$ cat src/hdl/apdt_pkg.sv
// Shared types and constants for the adaptive pacing delay tuner.
// No dependencies; used by apdt_div and adaptive_pacing_delay_tuner_top.
package apdt_pkg;

  localparam int unsigned AIM_W   = 24;
  localparam int unsigned AVG_W   = 40;
  localparam int unsigned CYC_W   = 40;
  localparam int unsigned BAT_W   = 32;
  localparam int unsigned FRAC_W  = 8;
  localparam int unsigned DVD_W   = CYC_W + FRAC_W;  // dividend width, 48
  localparam int unsigned DVS_W   = BAT_W;           // divisor width, 32
  localparam int unsigned STRK_W  = 6;
  localparam int unsigned LIM_W   = 5;
  localparam int unsigned CFG_W   = 24;
  localparam int unsigned CFGA_W  = 3;

  // register indexes on the config port
  localparam logic [CFGA_W-1:0] REG_TARGET_DELAY  = 3'd0;
  localparam logic [CFGA_W-1:0] REG_HOLD_TOL      = 3'd1;
  localparam logic [CFGA_W-1:0] REG_TIMER_UNC     = 3'd2;
  localparam logic [CFGA_W-1:0] REG_AIM_CEILING   = 3'd3;
  localparam logic [CFGA_W-1:0] REG_MAX_STREAK    = 3'd4;
  localparam logic [CFGA_W-1:0] REG_RAMP_DIVISOR  = 3'd5;

  typedef enum logic [1:0] {
    ACT_HOLD = 2'd0,
    ACT_DOWN = 2'd1,
    ACT_UP   = 2'd2,
    ACT_NONE = 2'd3
  } action_t;

  // sequencer -> divider controls
  typedef struct packed {
    logic load;
    logic step;
  } div_ctrl_t;

endpackage

$ cat src/hdl/apdt_div.sv
// Shared restoring divider, one quotient bit per step, MSB first.
// Depends on apdt_pkg (widths, div_ctrl_t).
module apdt_div
  import apdt_pkg::*;
(
  input  logic             clk,
  input  div_ctrl_t        ctrl,
  input  logic [DVD_W-1:0] load_dividend,
  input  logic [DVS_W-1:0] load_divisor,
  output logic [DVD_W-1:0] quo
);

  logic [DVS_W-1:0] rem;
  logic [DVS_W-1:0] dvs;
  logic [DVS_W+1:0] diff;

  // shift next dividend bit into the partial remainder and try the subtract
  assign diff = {1'b0, rem, quo[DVD_W-1]} - {2'b00, dvs};

  always_ff @(posedge clk) begin
    if (ctrl.load) begin
      rem <= '0;
      dvs <= load_divisor;
      quo <= load_dividend;
    end else if (ctrl.step) begin
      if (!diff[DVS_W+1]) begin
        rem <= diff[DVS_W-1:0];
        quo <= {quo[DVD_W-2:0], 1'b1};
      end else begin
        rem <= {rem[DVS_W-2:0], quo[DVD_W-1]};
        quo <= {quo[DVD_W-2:0], 1'b0};
      end
    end
  end

endmodule

$ cat src/hdl/adaptive_pacing_delay_tuner_top.sv
// Adaptive pacing delay tuner, top level: config registers, sequencer, output stage.
// Depends on apdt_pkg and apdt_div.
//
//  channel | dir | handshake         | content
//  --------+-----+-------------------+------------------------------------------------
//  s_*     | in  | s_tvalid/s_tready | one pass report: cycles, batches, start flag
//  m_*     | out | m_tvalid/m_tready | new aim, wait threshold, pass average, action
//  cfg_*   | in  | cfg_we            | register write, index cfg_addr, data cfg_data
//
//  Steps: a pass with nonzero batch count runs the divider for the average (ST_DIV),
//  compares in ST_CMP, runs the divider for the step exponent (ST_EXP), applies the
//  step in ST_APPLY and loads the output in ST_FINISH. Holds and zero-batch passes
//  finish sooner. The single shared divider yields one quotient bit per cycle while
//  it steps; s_tready is high only while the sequencer is idle.
//  Reset (rst, synchronous) loads register defaults and clears aim, streak, m_tvalid.
//  A stalled result waits in the output register; the next pass may be accepted
//  meanwhile and only waits at its final output load.
module adaptive_pacing_delay_tuner_top
  import apdt_pkg::*;
(
  input  logic              clk,
  input  logic              rst,
  // pass reports
  input  logic              s_tvalid,
  output logic              s_tready,
  input  logic [71:0]       s_tdata,   // [39:0] pass_cycles, [71:40] batch_count
  input  logic [0:0]        s_tuser,   // [0] start_run
  // results
  output logic              m_tvalid,
  input  logic              m_tready,
  output logic [87:0]       m_tdata,   // [23:0] new_aim, [47:24] wait_threshold,
                                       // [87:48] pass_average
  output logic [1:0]        m_tuser,   // [1:0] action
  // configuration
  input  logic              cfg_we,
  input  logic [CFGA_W-1:0] cfg_addr,
  input  logic [CFG_W-1:0]  cfg_data
);

  typedef enum logic [2:0] {
    ST_IDLE,
    ST_DIV,
    ST_CMP,
    ST_EXP,
    ST_APPLY,
    ST_FINISH
  } state_t;

  // config registers
  logic [AIM_W-1:0]  target_delay;
  logic [15:0]       hold_tolerance;
  logic [15:0]       timer_uncertainty;
  logic [AIM_W-1:0]  aim_ceiling;
  logic [LIM_W-1:0]  max_streak;
  logic [LIM_W-1:0]  ramp_divisor;

  // tuner state and per-pass work registers
  state_t                    state;
  logic [AIM_W-1:0]          aim;
  logic signed [STRK_W-1:0]  streak;
  logic [AVG_W-1:0]          avg;
  action_t                   action;
  logic [5:0]                cnt;

  // divider hookup
  div_ctrl_t         div_ctrl;
  logic [DVD_W-1:0]  div_dividend;
  logic [DVS_W-1:0]  div_divisor;
  logic [DVD_W-1:0]  div_quo;

  logic                      in_beat;
  logic [CYC_W-1:0]          pass_cycles;
  logic [BAT_W-1:0]          batch_count;
  logic                      start_run;

  logic [AVG_W-1:0]          avg_sat;
  logic [31:0]               t_fix;
  logic                      in_band;
  logic                      too_slow;
  logic signed [STRK_W-1:0]  lim_s;
  logic signed [STRK_W-1:0]  streak_dn;
  logic signed [STRK_W-1:0]  streak_up;
  logic signed [STRK_W-1:0]  streak_new;
  logic [LIM_W-1:0]          streak_mag;
  logic                      do_step;
  logic [LIM_W-1:0]          ramp_eff;
  logic [31:0]               step_sz;
  logic [31:0]               aim_sum;
  logic [AIM_W-1:0]          aim_dn;
  logic [AIM_W-1:0]          aim_up;
  logic [AIM_W-1:0]          wait_thr;
  logic                      out_free;

  assign pass_cycles = s_tdata[39:0];
  assign batch_count = s_tdata[71:40];
  assign start_run   = s_tuser[0];

  assign s_tready = (state == ST_IDLE);
  assign in_beat  = s_tvalid && s_tready;
  assign out_free = !m_tvalid || m_tready;

  // average saturates when quotient spills past 40 bits
  assign avg_sat = (div_quo[DVD_W-1:AVG_W] != '0) ? {AVG_W{1'b1}} : div_quo[AVG_W-1:0];

  // dead band compare, all widened so nothing wraps
  assign t_fix    = {target_delay, 8'h00};
  assign in_band  = (({1'b0, avg_sat} + 41'(hold_tolerance)) >= 41'(t_fix)) &&
                    (41'(avg_sat) <= (41'(t_fix) + 41'(hold_tolerance)));
  assign too_slow = (avg_sat > AVG_W'(t_fix));

  // streak update: a reversal zeroes it, otherwise it grows up to the limit
  assign lim_s = $signed({1'b0, max_streak});
  always_comb begin
    if (streak > 0)            streak_dn = '0;
    else if (streak > -lim_s)  streak_dn = streak - 6'sd1;
    else                       streak_dn = streak;
    if (streak < 0)            streak_up = '0;
    else if (streak < lim_s)   streak_up = streak + 6'sd1;
    else                       streak_up = streak;
  end

  assign do_step    = too_slow ? (aim != '0) : (aim < aim_ceiling);
  assign streak_new = too_slow ? streak_dn : streak_up;
  assign streak_mag = streak_new[STRK_W-1] ? LIM_W'(-streak_new) : streak_new[LIM_W-1:0];
  assign ramp_eff   = (ramp_divisor == '0) ? LIM_W'(1) : ramp_divisor;

  // divider feed: pass average on accept, step exponent from the compare cycle
  always_comb begin
    div_ctrl.load = 1'b0;
    div_ctrl.step = (state == ST_DIV) || (state == ST_EXP);
    div_dividend  = {pass_cycles, 8'h00};
    div_divisor   = batch_count;
    if (state == ST_IDLE) begin
      div_ctrl.load = in_beat && (batch_count != '0);
    end else if (state == ST_CMP) begin
      div_ctrl.load = !in_band && do_step;
      div_dividend  = {streak_mag, {(DVD_W-LIM_W){1'b0}}};
      div_divisor   = DVS_W'(ramp_eff);
    end
  end

  // exponent is at most 31, so the step fits in 32 bits
  assign step_sz = 32'd1 << div_quo[LIM_W-1:0];
  assign aim_sum = {8'h00, aim} + step_sz;
  assign aim_dn  = (step_sz >= {8'h00, aim}) ? '0 : (aim - step_sz[AIM_W-1:0]);
  assign aim_up  = (aim_sum > 32'(AIM_W'('1))) ? {AIM_W{1'b1}} : aim_sum[AIM_W-1:0];

  assign wait_thr = (aim > AIM_W'(timer_uncertainty)) ?
                    (aim - AIM_W'(timer_uncertainty)) : '0;

  apdt_div u_div (
    .clk           (clk),
    .ctrl          (div_ctrl),
    .load_dividend (div_dividend),
    .load_divisor  (div_divisor),
    .quo           (div_quo)
  );

  always_ff @(posedge clk) begin
    if (rst) begin
      target_delay      <= 24'd1000;
      hold_tolerance    <= 16'd256;
      timer_uncertainty <= 16'd40;
      aim_ceiling       <= 24'd1000000;
      max_streak        <= 5'd8;
      ramp_divisor      <= 5'd1;
      state             <= ST_IDLE;
      aim               <= '0;
      streak            <= '0;
      m_tvalid          <= 1'b0;
      cnt               <= '0;
      action            <= ACT_NONE;
    end else begin
      if (cfg_we) begin
        case (cfg_addr)
          REG_TARGET_DELAY: target_delay      <= cfg_data;
          REG_HOLD_TOL:     hold_tolerance    <= cfg_data[15:0];
          REG_TIMER_UNC:    timer_uncertainty <= cfg_data[15:0];
          REG_AIM_CEILING:  aim_ceiling       <= cfg_data;
          REG_MAX_STREAK:   max_streak        <= cfg_data[LIM_W-1:0];
          REG_RAMP_DIVISOR: ramp_divisor      <= cfg_data[LIM_W-1:0];
          default: ;
        endcase
      end

      // the finish state reloads m_tvalid itself
      if (m_tvalid && m_tready && state != ST_FINISH) m_tvalid <= 1'b0;

      case (state)
        ST_IDLE: begin
          if (in_beat) begin
            if (start_run) begin
              aim    <= target_delay;
              streak <= '0;
            end
            if (batch_count == '0) begin
              avg    <= '0;
              action <= ACT_NONE;
              state  <= ST_FINISH;
            end else begin
              cnt   <= 6'(DVD_W - 1);
              state <= ST_DIV;
            end
          end
        end
        ST_DIV: begin
          if (cnt == '0) state <= ST_CMP;
          else           cnt   <= cnt - 6'd1;
        end
        ST_CMP: begin
          avg <= avg_sat;
          if (in_band || !do_step) begin
            action <= ACT_HOLD;
            state  <= ST_FINISH;
          end else begin
            streak <= streak_new;
            action <= too_slow ? ACT_DOWN : ACT_UP;
            cnt    <= 6'(LIM_W - 1);
            state  <= ST_EXP;
          end
        end
        ST_EXP: begin
          if (cnt == '0) state <= ST_APPLY;
          else           cnt   <= cnt - 6'd1;
        end
        ST_APPLY: begin
          aim   <= (action == ACT_DOWN) ? aim_dn : aim_up;
          state <= ST_FINISH;
        end
        ST_FINISH: begin
          if (out_free) begin
            m_tdata  <= {avg, wait_thr, aim};
            m_tuser  <= action;
            m_tvalid <= 1'b1;
            state    <= ST_IDLE;
          end
        end
        default: state <= ST_IDLE;
      endcase
    end
  end

  // aim moves only on a start_run reload or in the apply cycle
  a_aim_moves: assert property (@(posedge clk) disable iff (rst)
    (state != ST_APPLY && !in_beat) |=> $stable(aim))
    else $error("aim changed outside accept/apply");

  // a new result only comes from the finish state
  a_out_src: assert property (@(posedge clk) disable iff (rst)
    $rose(m_tvalid) |-> $past(state) == ST_FINISH)
    else $error("result raised outside finish");

  // streak stays within -31..31
  a_streak_rng: assert property (@(posedge clk) disable iff (rst)
    streak != -6'sd32)
    else $error("streak out of range");

  // no-update results carry a zero average
  a_none_avg: assert property (@(posedge clk) disable iff (rst)
    (m_tvalid && m_tuser == ACT_NONE) |-> m_tdata[87:48] == '0)
    else $error("no-update result with nonzero average");

  // threshold never exceeds the aim
  a_thr_le_aim: assert property (@(posedge clk) disable iff (rst)
    m_tvalid |-> m_tdata[47:24] <= m_tdata[23:0])
    else $error("wait threshold above aim");

endmodule

$ cat config.mk
export PLATFORM = sky130hd
export DESIGN_NAME = adaptive_pacing_delay_tuner_top
export DESIGN_NICKNAME = d
export VERILOG_FILES = /design/src/hdl/apdt_pkg.sv /design/src/hdl/apdt_div.sv /design/src/hdl/adaptive_pacing_delay_tuner_top.sv
export SDC_FILE = /design/constraint.sdc
export NUM_CORES = 1
export LEC_CHECK = 0
export ABC_AREA = 1
export BUFFER_PORTS_ARGS = -buffer_cell sky130_fd_sc_hd__buf_4
export CORE_MARGIN = 8
export CORE_UTILIZATION = 45
export CTS_CLUSTER_SIZE = 16
export DETAILED_ROUTE_END_ITERATION = 16
export GPL_ROUTABILITY_DRIVEN = 0
export SLEW_MARGIN = 20
export SYNTH_ARGS = -nofsm -noshare
export SYNTH_HDL_FRONTEND = slang
export SYNTH_HIERARCHICAL = 1
export SYNTH_SLANG_ARGS = --single-unit
export TNS_END_PERCENT = 20
$ cat constraint.sdc
create_clock -name clk -period 8.05 [get_ports clk]
set_input_delay 0.4025 -clock clk [delete_from_list [all_inputs] [get_ports clk]]
set_output_delay 0.4025 -clock clk [all_outputs]
set_load 0.02 [all_outputs]
==> metrics.txt, run 1 <==
status=complete, no violations; detailed placer's ending HPWL=between 60 and 70 mm; share of layout cells above drive strength 1=under 10%; Die H=about 260 um; cells after synthesis=approximately 3,800; sum of negative setup slack=0 ps; most frequent cells in the layout=892 x nand2_1, 642 x inv_1, 389 x nor2_1; Worst-Margin Slew=~1100 ps; Max IR drop VDD=between 0.1 and 0.15 mV; DR WL/cell=~19 um; crit path max-delay cell type=nor2_2; Final setup viols=0; net switching fraction of the power=a little under two fifths; Hold Crit Class=in -> reg; Worst EP arrival=~7400 ps; minimum clock period=~7000 ps; Pre-Repair DR Iteration Count=6; Synth Cell Area=roughly 28,000 um2; RSZ-0062 raised after global routing=false; Iter 0 DRT Violations=between 2,000 and 2,500; first-pass GRT wire length=approximately 140 mm; Internal=around 0.004 W; Max-slew headroom=28.41%; Net Sw Power=around 0.0023 W; CP peak stage delay=700 ps; MaxCap Viol Count=0; Final Skew=around 14 ps; post-synth cell types=65; largest net degree at the start of global routing=between 80 and 90; Clock Tree Buf Depth=3; Nets=around 4,400; DRC viols=0; TritonCTS Buffers=43; post-route cell area=about 31,000 um2; Tcrit/Tclk final=85.34%; Routed Antenna Nets=0; Top Ports=~200; most common cell after layout, fill and taps aside=nand2_1; Yosys reg bits=between 300 and 400; Seq pwr share=37.4%; post-CTS setup buffers=0; die width=between 200 and 300 um; post-synthesis sequential area ratio=roughly a third; Diodes inserted=0; fill count=6,162; Port Buffers=a little under 200; antenna violations before repair=0; Max FO, Critical Path=37; Worst EP required=~8600 ps; Worst Setup Start Kind=register; total track usage=24.79%; synthesized area per cell=7.209 um2; Synthesis Warnings=6; final hold violations=0; Storage cell area=about 9600 um2; placeable core area=a little over 60,000 um2; CTS H-Tree Depth=2; dpl ws=~1300 ps; via count=between 20,000 and 30,000; Final Max Tran Viols=0; vias per std cell=~5.3; Max Fclk=145.6 MHz; clock share of power=31.6%; initial core utilization=around 46%; Rows=90; CP most frequent cell=nand2_1; Clk Latency, worst-skew pair=600 ps; CTS resizes=0; Clock transition at path regs=roughly 60 ps; CP Class=reg -> reg; Power Dens Cells=around 200 nW/um2; CTS sink cnt=374; Multi-input gate area=approximately 15,000 um2; Die ar.=around 70,000 um2; CTS tree=done; Clock Root Buffer=clkbuf_16; async set-reset flop share out of synthesis=0%; CP Capture Type=register; Lkg Pwr=about 15 nW; Worst Setup Slack, final=~1200 ps; top_reg_cell synth=edfxtp_1; Cell Area, Placed=between 20,000 and 30,000 um2; Comb pwr share=between 30 and 40%; vias in the first global route=between 20,000 and 25,000; WL final=approximately 90 mm; grt ovf=0; P&R area growth vs syn=13.24%; Post-synth EDFFs=210
worst max-delay path: cells and delay by family (launching register included):
family                   cells  cell delay [ps]
AND/OR/NAND/NOR             28             4240
buffers and inverters        5             1100
adder cells (fa/ha/maj)      2              770
flip-flops                   1              400
AO/OA/AOI/OAI                2              180
XOR/XNOR                     1               90
cells by family (layout without fill, tap and decap cells):
| logic type | Yosys count | in the layout | share of synthesized area [%] |
|---|---|---|---|
| buf+inv | 758 | 959 | 10.71 |
| simple gates | 1651 | 1651 | 25.44 |
| flops | 374 | 374 | 34.78 |
| other cells | 1 | 8 | 0.01360 |
| fa+ha+maj | 280 | 280 | 12.87 |
| compound gates | 657 | 657 | 12.89 |
| xor+xnor | 104 | 104 | 3.303 |
layout make-up:
class | instances | share of cell area [%]
clock buffers | 48 | 3.542
clock inverters | 31 | 1.030
inverters | 660 | 7.938
multi-input cells | 2700 | 48.34
flip-flops and latches | 374 | 30.71
well taps | 782 | 3.134
repair buffers | 220 | 5.305
routing by layer:
layer / global-route usage [%] / up-vias / wire, um / part of all wire (%)
met5: 0 / - / 0 / 0
met4: 7.324 / 0 / 2539 / 2.8
met3: 4.242 / 132 / 6602 / 7.4
met2: 39.15 / 873 / 38900 / 44
met1: 34.47 / 11761 / 41170 / 46
li1: - / 12743 / - / -
final timing paths:
check	start	endpoint	slack [ps]	cells after the start
hold reg to reg	avg[19]	m_tdata[67]	410	0
setup reg to reg	u_div/quo[42]	u_div/rem[0]	1180	38
setup / recovery	u_div/quo[42]	u_div/rem[0]	1180	38
hold / removal	cfg_data[17]	aim_ceiling[17]	40	3
repair_timing:
item	in CTS	in global routing
endpoints found under the hold margin	2	0
endpoints found under the setup margin	0	0
hold buffers	2	0
power groups by stage:
| stage | combinational, W | sequential (W) | clock [W] |
|---|---|---|---|
| floorplan | 0.00139 | 0.00236 | 0 |
| global placement | 0.00192 | 0.00241 | 0 |
| detailed placement | 0.00193 | 0.00241 | 0 |
| CTS | 0.00195 | 0.00237 | 0.00206 |
| global route | 0.00220 | 0.00239 | 0.00213 |
| finish | 0.00197 | 0.00237 | 0.00201 |
sequential cells by signal (all words and copies together), names as in the netlist:
register	cells
state	3
aim	24
aim_ceiling	24
streak	6
hold_tolerance	16
target_delay	24
u_div/dvs	32
action	2
cnt	6
avg	40
m_tuser	2
max_streak	5
m_tvalid	1
timer_uncertainty	16
ramp_divisor	5
m_tdata	88
u_div/rem	32
u_div/quo	48
synthesized netlist by cell type, drive strengths merged, types with 2 or more instances:
library cell / count / area share (%)
nand2: 912 / 13
inv: 655 / 8.9
nor2: 407 / 5.8
a21oi: 324 / 5.9
ha: 274 / 12
o21ai: 238 / 4.3
edfxtp: 210 / 23
nand3: 182 / 3.5
dfxtp: 164 / 12
xor2: 79 / 2.5
clkbuf: 65 / 0.88
nand4: 52 / 1.2
nor3: 43 / 0.85
buf: 33 / 0.84
xnor2: 25 / 0.79
o211ai: 21 / 0.57
nor4: 19 / 0.45
nand3b: 15 / 0.41
o21bai: 14 / 0.38
a31oi: 11 / 0.25
or2: 11 / 0.25
a21o: 10 / 0.27
o21a: 7 / 0.19
a21boi: 6 / 0.16
fa: 6 / 0.44
a211oi: 5 / 0.14
and2: 5 / 0.11
clkinv: 5 / 0.073
o22ai: 5 / 0.11
and3: 3 / 0.068
o2111ai: 3 / 0.095
o221ai: 3 / 0.095
a32o: 2 / 0.073
o31ai: 2 / 0.054
per-stage QoR:
step	util [%]	total power [W]	hold WS, ps	instances
floorplan	-	0.003747	400.3	3832
global route	51.64	0.006725	45.36	4815
CTS	51.64	0.006375	4.222	4815
detailed placement	49.24	0.004341	404.5	4734
global placement	49.24	0.004334	400.6	4734
finish	51.64	0.006358	44.22	4815
Note: power is estimated with default switching activity, not from simulation.
==> inputs of run 2 (changes only) <==
Settings changed: ABC_AREA 1 to unset, CORE_UTILIZATION 45 to 50, PLACE_DENSITY set to 0.71.
==> run 2 against run 1 <==
Effect of this change:
- combinational power rose by 18%
- core utilization rose by 6.0 points
- register-to-register slack got worse by 540 ps
- worst setup slack got worse by 540 ps
- routed wire length fell by 13%
- sequential share of layout area rose by 1.6 points
- critical path type unchanged
- critical endpoint is now u_div/quo[46]
==> metrics.txt, run 2 <==
total track usage=25.11% (was 24.79%); share of layout cells above drive strength 1=13.04% (was 9.273%); CP top delay family=compound AO/OA/AOI/OAI gates (was simple AND/OR/NAND/NOR gates); most common cell in the netlist=nand2_1 (unchanged); Yosys reg bits=374 (unchanged); initial core utilization=50.67% (was 45.60%); P&R area growth vs syn=13.78% (was 13.24%); crit path from=u_div/quo[41] (was u_div/quo[42]); largest area contributor in the netlist=edfxtp_1 (unchanged); crit path max-delay cell type=or4_1 (was nor2_2); net switching fraction of the power=35.49% (was 36.88%); detailed placer's ending HPWL=58.49 mm (was 69.43 mm); CP Class=reg -> reg (unchanged); Iter 0 DRT Violations=2,109 (was 2,105); largest net degree at the start of global routing=114 (was 89); Pre-Repair DR Iteration Count=8 (was 6); sum of negative setup slack=0 ps (unchanged); DRC viols=0 (unchanged); Worst-Margin Slew=1088 ps (was 1072 ps); Routed Antenna Nets=0 (unchanged); Hold EP=aim_ceiling[19] (was aim_ceiling[17]); CTS sink cnt=374 (unchanged); Max FO, Critical Path=28 (was 37); Lkg Pwr=12.11 nW (was 15.32 nW); Hold Crit Class=in -> reg (unchanged); Buffers & Inverters on Critical Path=3 (was 5); Worst Setup Slack, final=637.2 ps (was 1180 ps); CP peak stage delay=770 ps (was 700 ps); WL final=77.55 mm (was 89.21 mm); Clock Tree Buf Depth=3 (unchanged); Final Max Tran Viols=0 (unchanged); antenna violations before repair=0 (unchanged); Diodes inserted=0 (unchanged); Clock Root Buffer=clkbuf_16 (unchanged); Final setup viols=0 (unchanged); Power Dens Cells=233.3 nW/um2 (was 203.6 nW/um2); Post-synth EDFFs=210 (unchanged); hold-critical path depth=3 (unchanged); largest reg by FF count=m_tdata (unchanged); most frequent cells after synthesis=336 x nand2_1, 274 x ha_1, 263 x a21oi_1, 242 x inv_1, 233 x nor2_1 (was 892 x nand2_1, 645 x inv_1, 392 x nor2_1, 321 x a21oi_1, 274 x ha_1); Worst EP required=8380 ps (was 8560 ps); Synthesis Warnings=6 (unchanged); Worst EP arrival=7740 ps (was 7380 ps); Final Skew=32.34 ps (was 13.87 ps); CTS resizes=0 (unchanged); RSZ-0062 raised after global routing=false (unchanged); CP Capture Type=register (unchanged); vias in the first global route=22,411 (was 24,248); worst hold margin=85.27 ps (was 44.22 ps); Die ar.=59,660 um2 (was 69,450 um2); first-pass GRT wire length=122.3 mm (was 137.7 mm); Worst path depth=27 (was 38); r2r startpoint=u_div/quo[41] (was u_div/quo[42]); hold_sp=cfg_data[19] (was cfg_data[17]); Clk Latency, worst-skew pair=580 ps (was 600 ps); placeable core area=51,410 um2 (was 60,470 um2); share of the synthesized area in the top cell type=24.21% (was 22.87%); top_reg_cell synth=edfxtp_1 (unchanged); via count=22,771 (was 25,509); clock share of power=29.9% (was 31.6%); reg2reg path depth=27 (was 38); CTS H-Tree Depth=2 (unchanged); post-synth cell types=101 (was 65); vias per std cell=6.002 (was 5.298); status=complete, no violations (unchanged); CTS tree=done (unchanged); Clock transition at path regs=60 ps (about the same); post-synthesis sequential area ratio=36.81% (was 34.78%); Largest register FFs=88 (unchanged); Die H=244.2 um (was 263.5 um); Rows=83 (was 90); minimum clock period=7413 ps (was 6870 ps); Worst R2R End=u_div/quo[46] (was u_div/rem[0]); DR WL/cell=20.44 um (was 18.53 um); Top Ports=197 (unchanged); grt ovf=0 (unchanged); cells after synthesis=2,930 (was 3,825); final hold violations=0 (unchanged); Max IR drop VDD=0.1558 mV (was 0.1464 mV); Nets=3,466 (was 4,384); Max-slew headroom=27.46% (was 28.41%); Internal=0.004461 W (was 0.004013 W); Tcrit/Tclk final=92.08% (was 85.34%); async set-reset flop share out of synthesis=0% (unchanged); Net Sw Power=0.002454 W (was 0.002344 W); Finished Core Util=57.65% (was 51.64%); most common cell after layout, fill and taps aside=nand2_1 (unchanged); most frequent cells in the layout=335 x nand2_1, 274 x ha_1, 263 x a21oi_1 (was 892 x nand2_1, 642 x inv_1, 389 x nor2_1); Comb pwr share=33.7% (was 31.0%); MaxCap Viol Count=0 (unchanged); Port Buffers=196 (unchanged); dpl ws=744.5 ps (was 1282 ps); CTS Hold Bufs=0 (was 2); synth top area cells=edfxtp_1 24%, ha_1 13%, dfxtp_1 13% (was edfxtp_1 23%, ha_1 12%, nand2_1 12%); synthesized area per cell=8.890 um2 (was 7.209 um2); Worst Setup Start Kind=register (unchanged); largest registers=m_tdata (88), u_div/quo (48), avg (40) (unchanged); die width=244.2 um (was 263.5 um); Max Fclk=134.9 MHz (was 145.6 MHz); post-CTS setup buffers=0 (unchanged); Synth Cell Area=26,050 um2 (was 27,570 um2); Seq pwr share=36.4% (was 37.4%); TritonCTS Buffers=42 (was 43); R2R setup slack=640 ps (was 1180 ps)
==> run 2: cell types whose count changed in the layout (fill, tap and decap cells not counted), sizes merged, moves of 82 or more <==
cell and change:
o21ai -125, and2 +82, inv -418, nand2 -575, nand3 -126, nor2 -172
==> run 2: area by class of cell <==
type / instances / area, um2
timing repair buffer: 219 / 1679
fill: 4492 / 21770
multi-input combinational: 2202 / 15120
sequential: 374 / 9589
clock inverter: 27 / 347.8
clock buffer: 50 / 1145
tap: 680 / 850.8
inverter: 242 / 908.4
==> run 2: cells by family after synthesis <==
group / after synthesis / synth area share [%]
AOI/OAI and AO/OA: 738 / 18.93
xor gates and xnor gates: 118 / 3.968
other: 1 / 0.01440
and+or+nand+nor: 992 / 18.36
buffers and inverters: 361 / 5.510
adders and majority gates: 280 / 13.62
DFF: 374 / 36.81
muxes: 66 / 2.781
==> run 2: power by group through the flow <==
stage	combinational (W)	sequential (W)	clock [W]
floorplan	0.00178	0.00243	0
global placement	0.00222	0.00254	0
detailed placement	0.00227	0.00255	0
CTS	0.00229	0.00251	0.00210
global route	0.00256	0.00254	0.00217
finish	0.00233	0.00252	0.00207
==> run 2: worst max path at each step <==
stage,to,slack [ps]
6_report,u_div/quo[46],640
5_1_grt,u_div/rem[23],90
4_1_cts,u_div/quo[46],720
3_5_place_dp,u_div/quo[46],740
3_3_place_gp,u_div/quo[45],980
2_1_floorplan,u_div/quo[0],240
==> run 2: stage by stage <==
| step | total power [W] | cells | cell area (um2) |
|---|---|---|---|
| finish | 0.006916 | 3794 | 29640 |
| global route | 0.007283 | 3794 | 29640 |
| CTS | 0.006905 | 3792 | 29590 |
| detailed placement | 0.004819 | 3715 | 28100 |
| global placement | 0.004758 | 3715 | 28100 |
| floorplan | 0.004211 | 2937 | 26080 |
==> run 2: tightest hold or removal path, delay by kind of cell <==
kind	cells	cell delay [ps]
buffers and inverters	1	80
AND/OR/NAND/NOR	1	40
AO/OA/AOI/OAI	1	80
==> run 2: metal layers <==
layer  vias up  routed length, um  track usage [%]  share of wire (%)
met3       207               6398            5.298                8.3
met4         0               3430            10.90                4.4
met1     10792              32690            32.29                 42
met2       977              35030            40.58                 45
li1      10795                  -                -                  -
met5         -                  0                0                  0
